===== config.mk =====
export PLATFORM = sky130hd
export DESIGN_NAME = cumulative_ack_receiver
export DESIGN_NICKNAME = d
export VERILOG_FILES = /design/src/sv/car_pkg.sv /design/src/sv/cumulative_ack_receiver.sv /design/src/sv/car_ram.sv
export SDC_FILE = /design/constraint.sdc
export NUM_CORES = 2
export LEC_CHECK = 0
export BUFFER_PORTS_ARGS = -buffer_cell sky130_fd_sc_hd__buf_2
export CAP_MARGIN = 20
export CORE_ASPECT_RATIO = 2
export CORE_MARGIN = 5
export CORE_UTILIZATION = 38
export CTS_CLUSTER_DIAMETER = 30
export DETAILED_ROUTE_END_ITERATION = 8
export PLACE_DENSITY = 0.64
export RECOVER_POWER = 100
export SLEW_MARGIN = 5
export SYNTH_ARGS = -nofsm -noshare
export SYNTH_HDL_FRONTEND = slang
export SYNTH_SLANG_ARGS = --single-unit
export TNS_END_PERCENT = 20

===== constraint.sdc =====
create_clock -name i_clk -period 19.2 [get_ports i_clk]
set_input_delay 3.84 -clock i_clk [delete_from_list [all_inputs] [get_ports i_clk]]
set_output_delay 3.84 -clock i_clk [all_outputs]
set_load 0.02 [all_outputs]

===== src/sv/car_pkg.sv =====
// Shared constants and types for the cumulative-ack receiver.
// No dependencies; imported by the top level.
package car_pkg;

    // Bitmap geometry: the received map is held as rows of WORD_W marks
    localparam int MESSAGE_SLOTS = 1024;
    localparam int WORD_W        = 32;
    localparam int ROWS          = MESSAGE_SLOTS / WORD_W;
    localparam int ROW_W         = $clog2(ROWS);
    localparam int BIT_W         = $clog2(WORD_W);

    // Field widths
    localparam int SEQ_W   = 10;
    localparam int NEXT_W  = $clog2(MESSAGE_SLOTS) + 1;
    localparam int TOTAL_W = 11;
    localparam int PADDR_W = 3;
    localparam int PDATA_W = 32;

    // Register indexes (word address within the port)
    localparam logic REG_TOTAL_MESSAGES = 1'b0;

    localparam logic [TOTAL_W-1:0] TOTAL_RESET = TOTAL_W'(1024);
    localparam logic [NEXT_W-1:0]  SLOTS_CAP   = NEXT_W'(MESSAGE_SLOTS);

    typedef logic [WORD_W-1:0] t_word;

    // Result of a first-zero search over one bitmap row
    typedef struct packed {
        logic             found;
        logic [BIT_W-1:0] idx;
    } t_zero_hit;

endpackage


===== src/sv/cumulative_ack_receiver.sv =====
// Cumulative-ack receiver top level: stream in, ack stream out, APB register.
// Depends on car_pkg and car_ram.
//
// Receive side of a sliding-window transfer. Each input beat carries one packet
// sequence number; numbers below the effective total (total_messages, capped at
// 1024) are marked in a received bitmap held in a 32 x 32-bit RAM, and while the
// transfer runs each packet yields one ack beat with the next expected number as
// it stood before the packet. An in-order packet moves the pointer past the run
// of marks already received that follows it. The bitmap read is issued when the
// packet beat is accepted; the row is marked and searched in the mark state, a
// walk state reads each further 32-entry row the pointer walks across, one at a
// time through the RAM's single read port, and an emit state loads the ack into
// the output register, waiting while the output is full. A new packet is accepted
// only after that load. Once every message has arrived, beats are still taken and
// give no ack. The bitmap needs no clearing pass: a per-row valid bit, cleared at
// reset, makes an unwritten row read as zero. Writing total_messages leaves the
// bitmap and the pointer untouched.
module cumulative_ack_receiver
    import car_pkg::*;
(
    input  logic               i_clk,
    input  logic               i_rst_n,
    // Packet stream
    input  logic               s_tvalid,
    output logic               s_tready,
    input  logic [15:0]        s_tdata,   // [9:0] sequence_number, [15:10] zero
    // Ack stream
    output logic               m_tvalid,
    input  logic               m_tready,
    output logic [15:0]        m_tdata,   // [9:0] ack_number, [15:10] zero
    output logic [1:0]         m_tuser,   // [0] all_received, [1] bad_sequence
    // Register port
    input  logic               psel,
    input  logic               penable,
    input  logic               pwrite,
    input  logic [PADDR_W-1:0] paddr,
    input  logic [PDATA_W-1:0] pwdata,
    output logic [PDATA_W-1:0] prdata,
    output logic               pready
);

    localparam logic [1:0] S_IDLE = 2'd0;
    localparam logic [1:0] S_MARK = 2'd1;
    localparam logic [1:0] S_WALK = 2'd2;
    localparam logic [1:0] S_EMIT = 2'd3;

    logic [1:0]         r_state, n_state;
    logic [TOTAL_W-1:0] r_total;
    logic [NEXT_W-1:0]  r_next, n_next;
    logic [ROWS-1:0]    r_row_vld;
    logic [ROW_W-1:0]   r_row, n_row;
    logic [BIT_W-1:0]   r_bit;
    logic [SEQ_W-1:0]   r_seq;
    logic               r_bad;
    logic [SEQ_W-1:0]   r_ack;
    logic               r_all;
    logic               r_m_tvalid;
    logic [SEQ_W-1:0]   r_m_ack;
    logic               r_m_all;
    logic               r_m_bad;

    logic [NEXT_W-1:0]  eff_total;
    logic               in_beat;
    logic               cfg_wr;
    logic               done;
    logic [SEQ_W-1:0]   in_seq;
    logic               in_bad;
    logic               out_free;

    logic [ROW_W-1:0]   ram_raddr;
    t_word              ram_rdata;
    t_word              row_data;
    t_word              marked;
    t_word              low_mask;
    t_word              search;
    logic               ram_we;
    logic               advance;
    logic               walking;
    t_zero_hit          hit;
    logic [NEXT_W-1:0]  cand;
    logic [NEXT_W-1:0]  next_base;

    // First zero at or above bit 0 of a row
    function automatic t_zero_hit first_zero(input t_word w);
        t_zero_hit h;
        h.found = 1'b0;
        h.idx   = '0;
        for (int i = WORD_W - 1; i >= 0; i--) begin
            if (!w[i]) begin
                h.found = 1'b1;
                h.idx   = BIT_W'(i);
            end
        end
        return h;
    endfunction

    // Register port
    assign pready = 1'b1;
    assign cfg_wr = psel && penable && pwrite && (paddr[2] == REG_TOTAL_MESSAGES);
    assign prdata = (paddr[2] == REG_TOTAL_MESSAGES) ?
                    {{(PDATA_W-TOTAL_W){1'b0}}, r_total} : '0;

    // Effective total: saturate at the slot count
    assign eff_total = ({1'b0, r_total} > {1'b0, SLOTS_CAP}) ?
                       SLOTS_CAP : NEXT_W'(r_total);

    // Input side
    assign s_tready = (r_state == S_IDLE);
    assign in_beat  = s_tvalid && s_tready;
    assign in_seq   = s_tdata[SEQ_W-1:0];
    assign done     = r_next >= eff_total;
    assign in_bad   = {1'b0, in_seq} >= eff_total;
    assign out_free = !r_m_tvalid || m_tready;

    // Bitmap row as read, with unwritten rows seen as zero
    assign row_data = r_row_vld[r_row] ? ram_rdata : '0;
    assign marked   = r_bad ? row_data : (row_data | (t_word'(1) << r_bit));
    assign low_mask = (t_word'(1) << r_bit) - t_word'(1);
    assign advance  = !r_bad && ({1'b0, r_seq} == r_next);
    assign walking  = ((r_state == S_MARK) && advance) || (r_state == S_WALK);
    assign search   = (r_state == S_MARK) ? (marked | low_mask) : row_data;
    assign hit      = first_zero(search);
    assign cand     = NEXT_W'({r_row, hit.idx});
    assign next_base = NEXT_W'({r_row, {BIT_W{1'b0}}}) + NEXT_W'(WORD_W);
    assign ram_we   = (r_state == S_MARK) && !r_bad;

    // Read address: the packet's row on acceptance, else the following row
    assign ram_raddr = (r_state == S_IDLE) ? in_seq[SEQ_W-1:BIT_W] : r_row + ROW_W'(1);

    car_ram #(
        .WIDTH (WORD_W),
        .DEPTH (ROWS)
    ) u_map (
        .i_clk   (i_clk),
        .i_we    (ram_we),
        .i_waddr (r_row),
        .i_wdata (marked),
        .i_raddr (ram_raddr),
        .o_rdata (ram_rdata)
    );

    // Sequencer: next state, pointer and row
    always_comb begin
        n_state = r_state;
        n_next  = r_next;
        n_row   = r_row;
        unique case (r_state)
            S_IDLE: begin
                if (in_beat && !done) begin
                    n_state = S_MARK;
                    n_row   = in_seq[SEQ_W-1:BIT_W];
                end
            end
            S_MARK, S_WALK: begin
                if (!walking) begin
                    n_state = S_EMIT;
                end else if (hit.found) begin
                    n_next  = (cand > eff_total) ? eff_total : cand;
                    n_state = S_EMIT;
                end else if (next_base >= eff_total) begin
                    n_next  = eff_total;
                    n_state = S_EMIT;
                end else begin
                    n_row   = r_row + ROW_W'(1);
                    n_state = S_WALK;
                end
            end
            S_EMIT: begin
                if (out_free) begin
                    n_state = S_IDLE;
                end
            end
            default: n_state = S_IDLE;
        endcase
    end

    // Control state
    always_ff @(posedge i_clk) begin
        if (!i_rst_n) begin
            r_state    <= S_IDLE;
            r_total    <= TOTAL_RESET;
            r_next     <= '0;
            r_row_vld  <= '0;
            r_m_tvalid <= 1'b0;
        end else begin
            r_state <= n_state;
            r_next  <= n_next;
            if (cfg_wr) begin
                r_total <= pwdata[TOTAL_W-1:0];
            end
            if (ram_we) begin
                r_row_vld[r_row] <= 1'b1;
            end
            if (r_state == S_EMIT && out_free) begin
                r_m_tvalid <= 1'b1;
            end else if (m_tready) begin
                r_m_tvalid <= 1'b0;
            end
        end
    end

    // Item payload: hold the packet and its ack while the row work runs
    always_ff @(posedge i_clk) begin
        r_row <= n_row;
        if (in_beat) begin
            r_seq <= in_seq;
            r_bit <= in_seq[BIT_W-1:0];
            r_bad <= in_bad;
            r_ack <= r_next[SEQ_W-1:0];
        end
        if (n_state == S_EMIT && r_state != S_EMIT) begin
            r_all <= n_next >= eff_total;
        end
        if (r_state == S_EMIT && out_free) begin
            r_m_ack <= r_ack;
            r_m_all <= r_all;
            r_m_bad <= r_bad;
        end
    end

    // Output beat
    assign m_tvalid = r_m_tvalid;
    assign m_tdata  = {{(16-SEQ_W){1'b0}}, r_m_ack};
    assign m_tuser  = {r_m_bad, r_m_all};

endmodule


===== src/sv/car_ram.sv =====
// Generic single-port-write, single-port-read RAM with registered read data.
// No dependencies.
module car_ram #(
    parameter int WIDTH = 32,
    parameter int DEPTH = 32
) (
    input  logic                     i_clk,
    input  logic                     i_we,
    input  logic [$clog2(DEPTH)-1:0] i_waddr,
    input  logic [WIDTH-1:0]         i_wdata,
    input  logic [$clog2(DEPTH)-1:0] i_raddr,
    output logic [WIDTH-1:0]         o_rdata
);

    logic [WIDTH-1:0] r_mem [DEPTH];
    logic [WIDTH-1:0] r_rdata;

    // Write port and registered read port
    always_ff @(posedge i_clk) begin
        if (i_we) begin
            r_mem[i_waddr] <= i_wdata;
        end
        r_rdata <= r_mem[i_raddr];
    end

    assign o_rdata = r_rdata;

endmodule


==> results.md <==
* CP startpoint kind: primary input
* Crit path kind: primary input to register
* Slew HR at -1.69
* First-iteration detailed-routing DRC count at 3254
* Cell Rows at 186
* Post-CTS setup buffer count at 0
* Resized Gates After CTS at 0
* Die Wd at 264 um
* Yosys cell types at 95
* I/O Buffers at 53
* Gr ovfl total at 0
* Final nets at 4163
* Skew final at 0.0360 ns
* Worst reg2reg startpoint: r_row[0]$_DFFE_PP_
* Post-synth EDFFs at 1063
* Synthesized flop and latch total at 1152
* CTS buffer count at 109
* Top Usage Layer GRT: met2
* Starting density of the core at 0.382
* LEAKAGE at 18.7 nW
* Post-DRT Antenna Nets at 0
* RSZ-0062 raised after global routing: no
* Hold Path Class: register to register
* Hold Path Cell Cnt at 0
* P&R area growth vs syn at 11.6%
* Yosys warning count at 0
* Layout cell share with drive strength beyond 1 at 0.0695
* Minimum clock period at 11.62 ns
* Crit Path Max Fanout at 78
* Failing checks: capacitance limit, slew limit
* Reg2reg end: r_all$_DFFE_PP_
* Period utilization at 0.605
* FF-to-FF setup slack at 8.18 ns
* Avg Inst Size Synth at 12.1 um2
* Data required time of the worst path at 19.87 ns
* Via density at 5.78
* Cell with the most instances after synthesis: nand2_1
* Drt drc at 0
* VDD IR-drop max at 0.134 mV
* P per Cell Area at 165 mW/mm2
* Top Ports at 111
* Worst Path Arrival at 12.29 ns
* Hold_ws at 0.420 ns
* Met2 Resource Use GR at 0.372
* Vias in the first global route at 33022
* Met1 usage at 0.223
* Gate Count Post-Synth at 4063
* Util after Layout at 0.426
* Max cap viols at 53
* Worst-path clk slew at 0.07 ns
* Synth Cell Area at 0.0490 mm2
* Fmax at 0.0861 GHz
* Gp weighted congestion at 0.956
* Max Slew Vio Count at 1737
* Die H at 518 um
* Initial antenna violation count at 1
* Outcome: complete, but fails checks
* End of the worst hold path: r_m_ack[4]$_DFFE_PP_
* Longest Clk Path Bufs at 3
* Ys flop type: edfxtp_1
* Final setup vio count at 0
* DR vias at 33708
* First-pass GRT wire length at 211 mm
* All-Layer GR Usage at 0.203
* Top cell type's share of synthesized area at 0.651
* Post-synth top area cell: edfxtp_1
* Area contributors post-synth: edfxtp_1, nand2_1, dfxtp_1, a311oi_1, nand3_1
* Sequential fraction of the synthesis area at 0.687
* Setup ws final at 7.58 ns
* DP Wirelength at 78.0 mm
* Pre-CTS setup slack at 10.14 ns
* Setup TNS at 0 ns
* DR WL/cell at 24.9 um
* R2R depth at 27
* Largest net degree at the start of global routing at 168
* Core ar. at 0.128 mm2
* Final Hold Violating Endpoints at 0
* Crit end category: register
* Worst Max-Slew Pin Slew at 4.03 ns
* Routed wire length at 145 mm
* Pre-antenna DRT Iters at 8
* Post-synth top cells: nand2_1, edfxtp_1, nand3_1
* Hold Path Origin: r_ack[4]$_DFFE_PP_
* Skew-Pair Late Insertion Delay at 0.73 ns
* CTS tree: yes
* CTS Root Cell: clkbuf_16
* Die area at 0.137 mm2
* Ys async rst share at 0
* Number of buffers inserted by hold repair at cts at 0
* H-tree levels at 3
* Clk sinks at 1152
* Met3 GRT Util at 0.0267
-- state kept, by name (all words and copies together) (netlist names) --
register,cells
r_seq,6
r_m_ack,10
r_total,11
r_m_all,1
r_state,2
r_row_vld,32
m_tvalid,1
r_bad,1
u_map.r_mem,1024
r_row,5
r_m_bad,1
r_ack,10
u_map.o_rdata,32
r_next,11
r_all,1
r_bit,4
-- power breakdown --
part	internal, W	switching [W]	total (W)
sequential	0.00331	0.000111	0.00342
clock	0.00123	0.00100	0.00223
combinational	0.000948	0.00243	0.00338
total	0.00549	0.00354	0.00903
-- kinds of logic (layout without fill, tap and decap cells) --
family / count (synthesis) / count (layout) / synth area share
AOI/OAI and AO/OA: 657 / 657 / 0.0986
other: 2 / 29 / 0.000153
muxes: 28 / 28 / 0.00582
and+or+nand+nor: 1824 / 1824 / 0.163
DFF: 1152 / 1152 / 0.687
buffers and inverters: 329 / 383 / 0.0286
xor gates and xnor gates: 13 / 13 / 0.00232
adders and majority gates: 58 / 58 / 0.0148
-- critical path, cell delays in order --
cell and delay, ns:
clkbuf_1 0.39, a21o_1 1.47, clkbuf_1 2.91, clkbuf_1 2.29, nand2_1 0.10, and3_1 0.31
a311oi_1 0.26, a311oi_1 0.10, a211oi_1 0.32, a21o_1 0.14
-- final cells by class --
type | instances | area (um2)
diodes | 1 | 2.50
clock buffers | 125 | 2840
clock inverters | 82 | 932
fillers | 11813 | 73700
inverters | 26 | 97.6
multi-input cells | 2608 | 14300
flip-flops and latches | 1152 | 33700
well taps | 1692 | 2120
repair buffers | 150 | 748
-- through the flow --
step	cell area [um2]	instances	total power (W)
6_report	54700	5836	0.00903
3_5_place_dp	51400	5617	0.00683
5_1_grt	54700	5836	0.00945
4_1_cts	55200	5824	0.00905
3_3_place_gp	51400	5617	0.00676
2_1_floorplan	49100	4089	0.00565
-- worst max-delay path by stage --
stage	start	end	cells after the start
2_1_floorplan	paddr[2]	prdata[2]	2
3_3_place_gp	r_bit[1]$_DFFE_PP_	r_all$_DFFE_PP_	29
3_5_place_dp	r_bit[1]$_DFFE_PP_	r_all$_DFFE_PP_	29
4_1_cts	r_bit[1]$_DFFE_PP_	r_all$_DFFE_PP_	29
5_1_grt	s_tdata[5]	u_map.o_rdata[9]$_DFF_P_	10
6_report	s_tdata[5]	u_map.o_rdata[24]$_DFF_P_	10
-- routing by layer --
metal	up-vias	wire, um
li1	14971	-
met1	16850	50700
met2	1455	76700
met3	432	8550
met4	0	9360
met5	-	0
-- cells in the final DEF (no fill, tap or decap), types with 12 or more instances in the layout --
| master | netlist | layout |
|---|---|---|
| nand2_1 | 1119 | 1119 |
| edfxtp_1 | 1063 | 1063 |
| nand3_1 | 274 | 273 |
| a311oi_1 | 196 | 196 |
| nor2_1 | 163 | 140 |
| and3_1 | 133 | 133 |
| clkbuf_1 | 234 | 123 |
| clkbuf_16 | 0 | 111 |
| dfxtp_1 | 89 | 89 |
| a21oi_1 | 89 | 88 |
| a31oi_1 | 74 | 74 |
| o21ai_0 | 60 | 59 |
| ha_1 | 58 | 58 |
| a21o_1 | 54 | 54 |
| a211oi_1 | 42 | 43 |
| conb_1 | 2 | 28 |
| inv_1 | 23 | 24 |
| nor2_4 | 0 | 23 |
| mux2i_1 | 24 | 21 |
| nor2b_1 | 19 | 19 |
| buf_4 | 32 | 18 |
| o31ai_1 | 16 | 16 |
| inv_6 | 0 | 16 |
| clkinv_2 | 0 | 16 |
| buf_2 | 15 | 16 |
| o22ai_1 | 14 | 14 |
| o21a_1 | 13 | 13 |
| nor3_1 | 13 | 13 |
| nand2b_1 | 13 | 13 |
| xnor2_1 | 12 | 12 |
No activity file was read; power rests on OpenSTA's default activity.
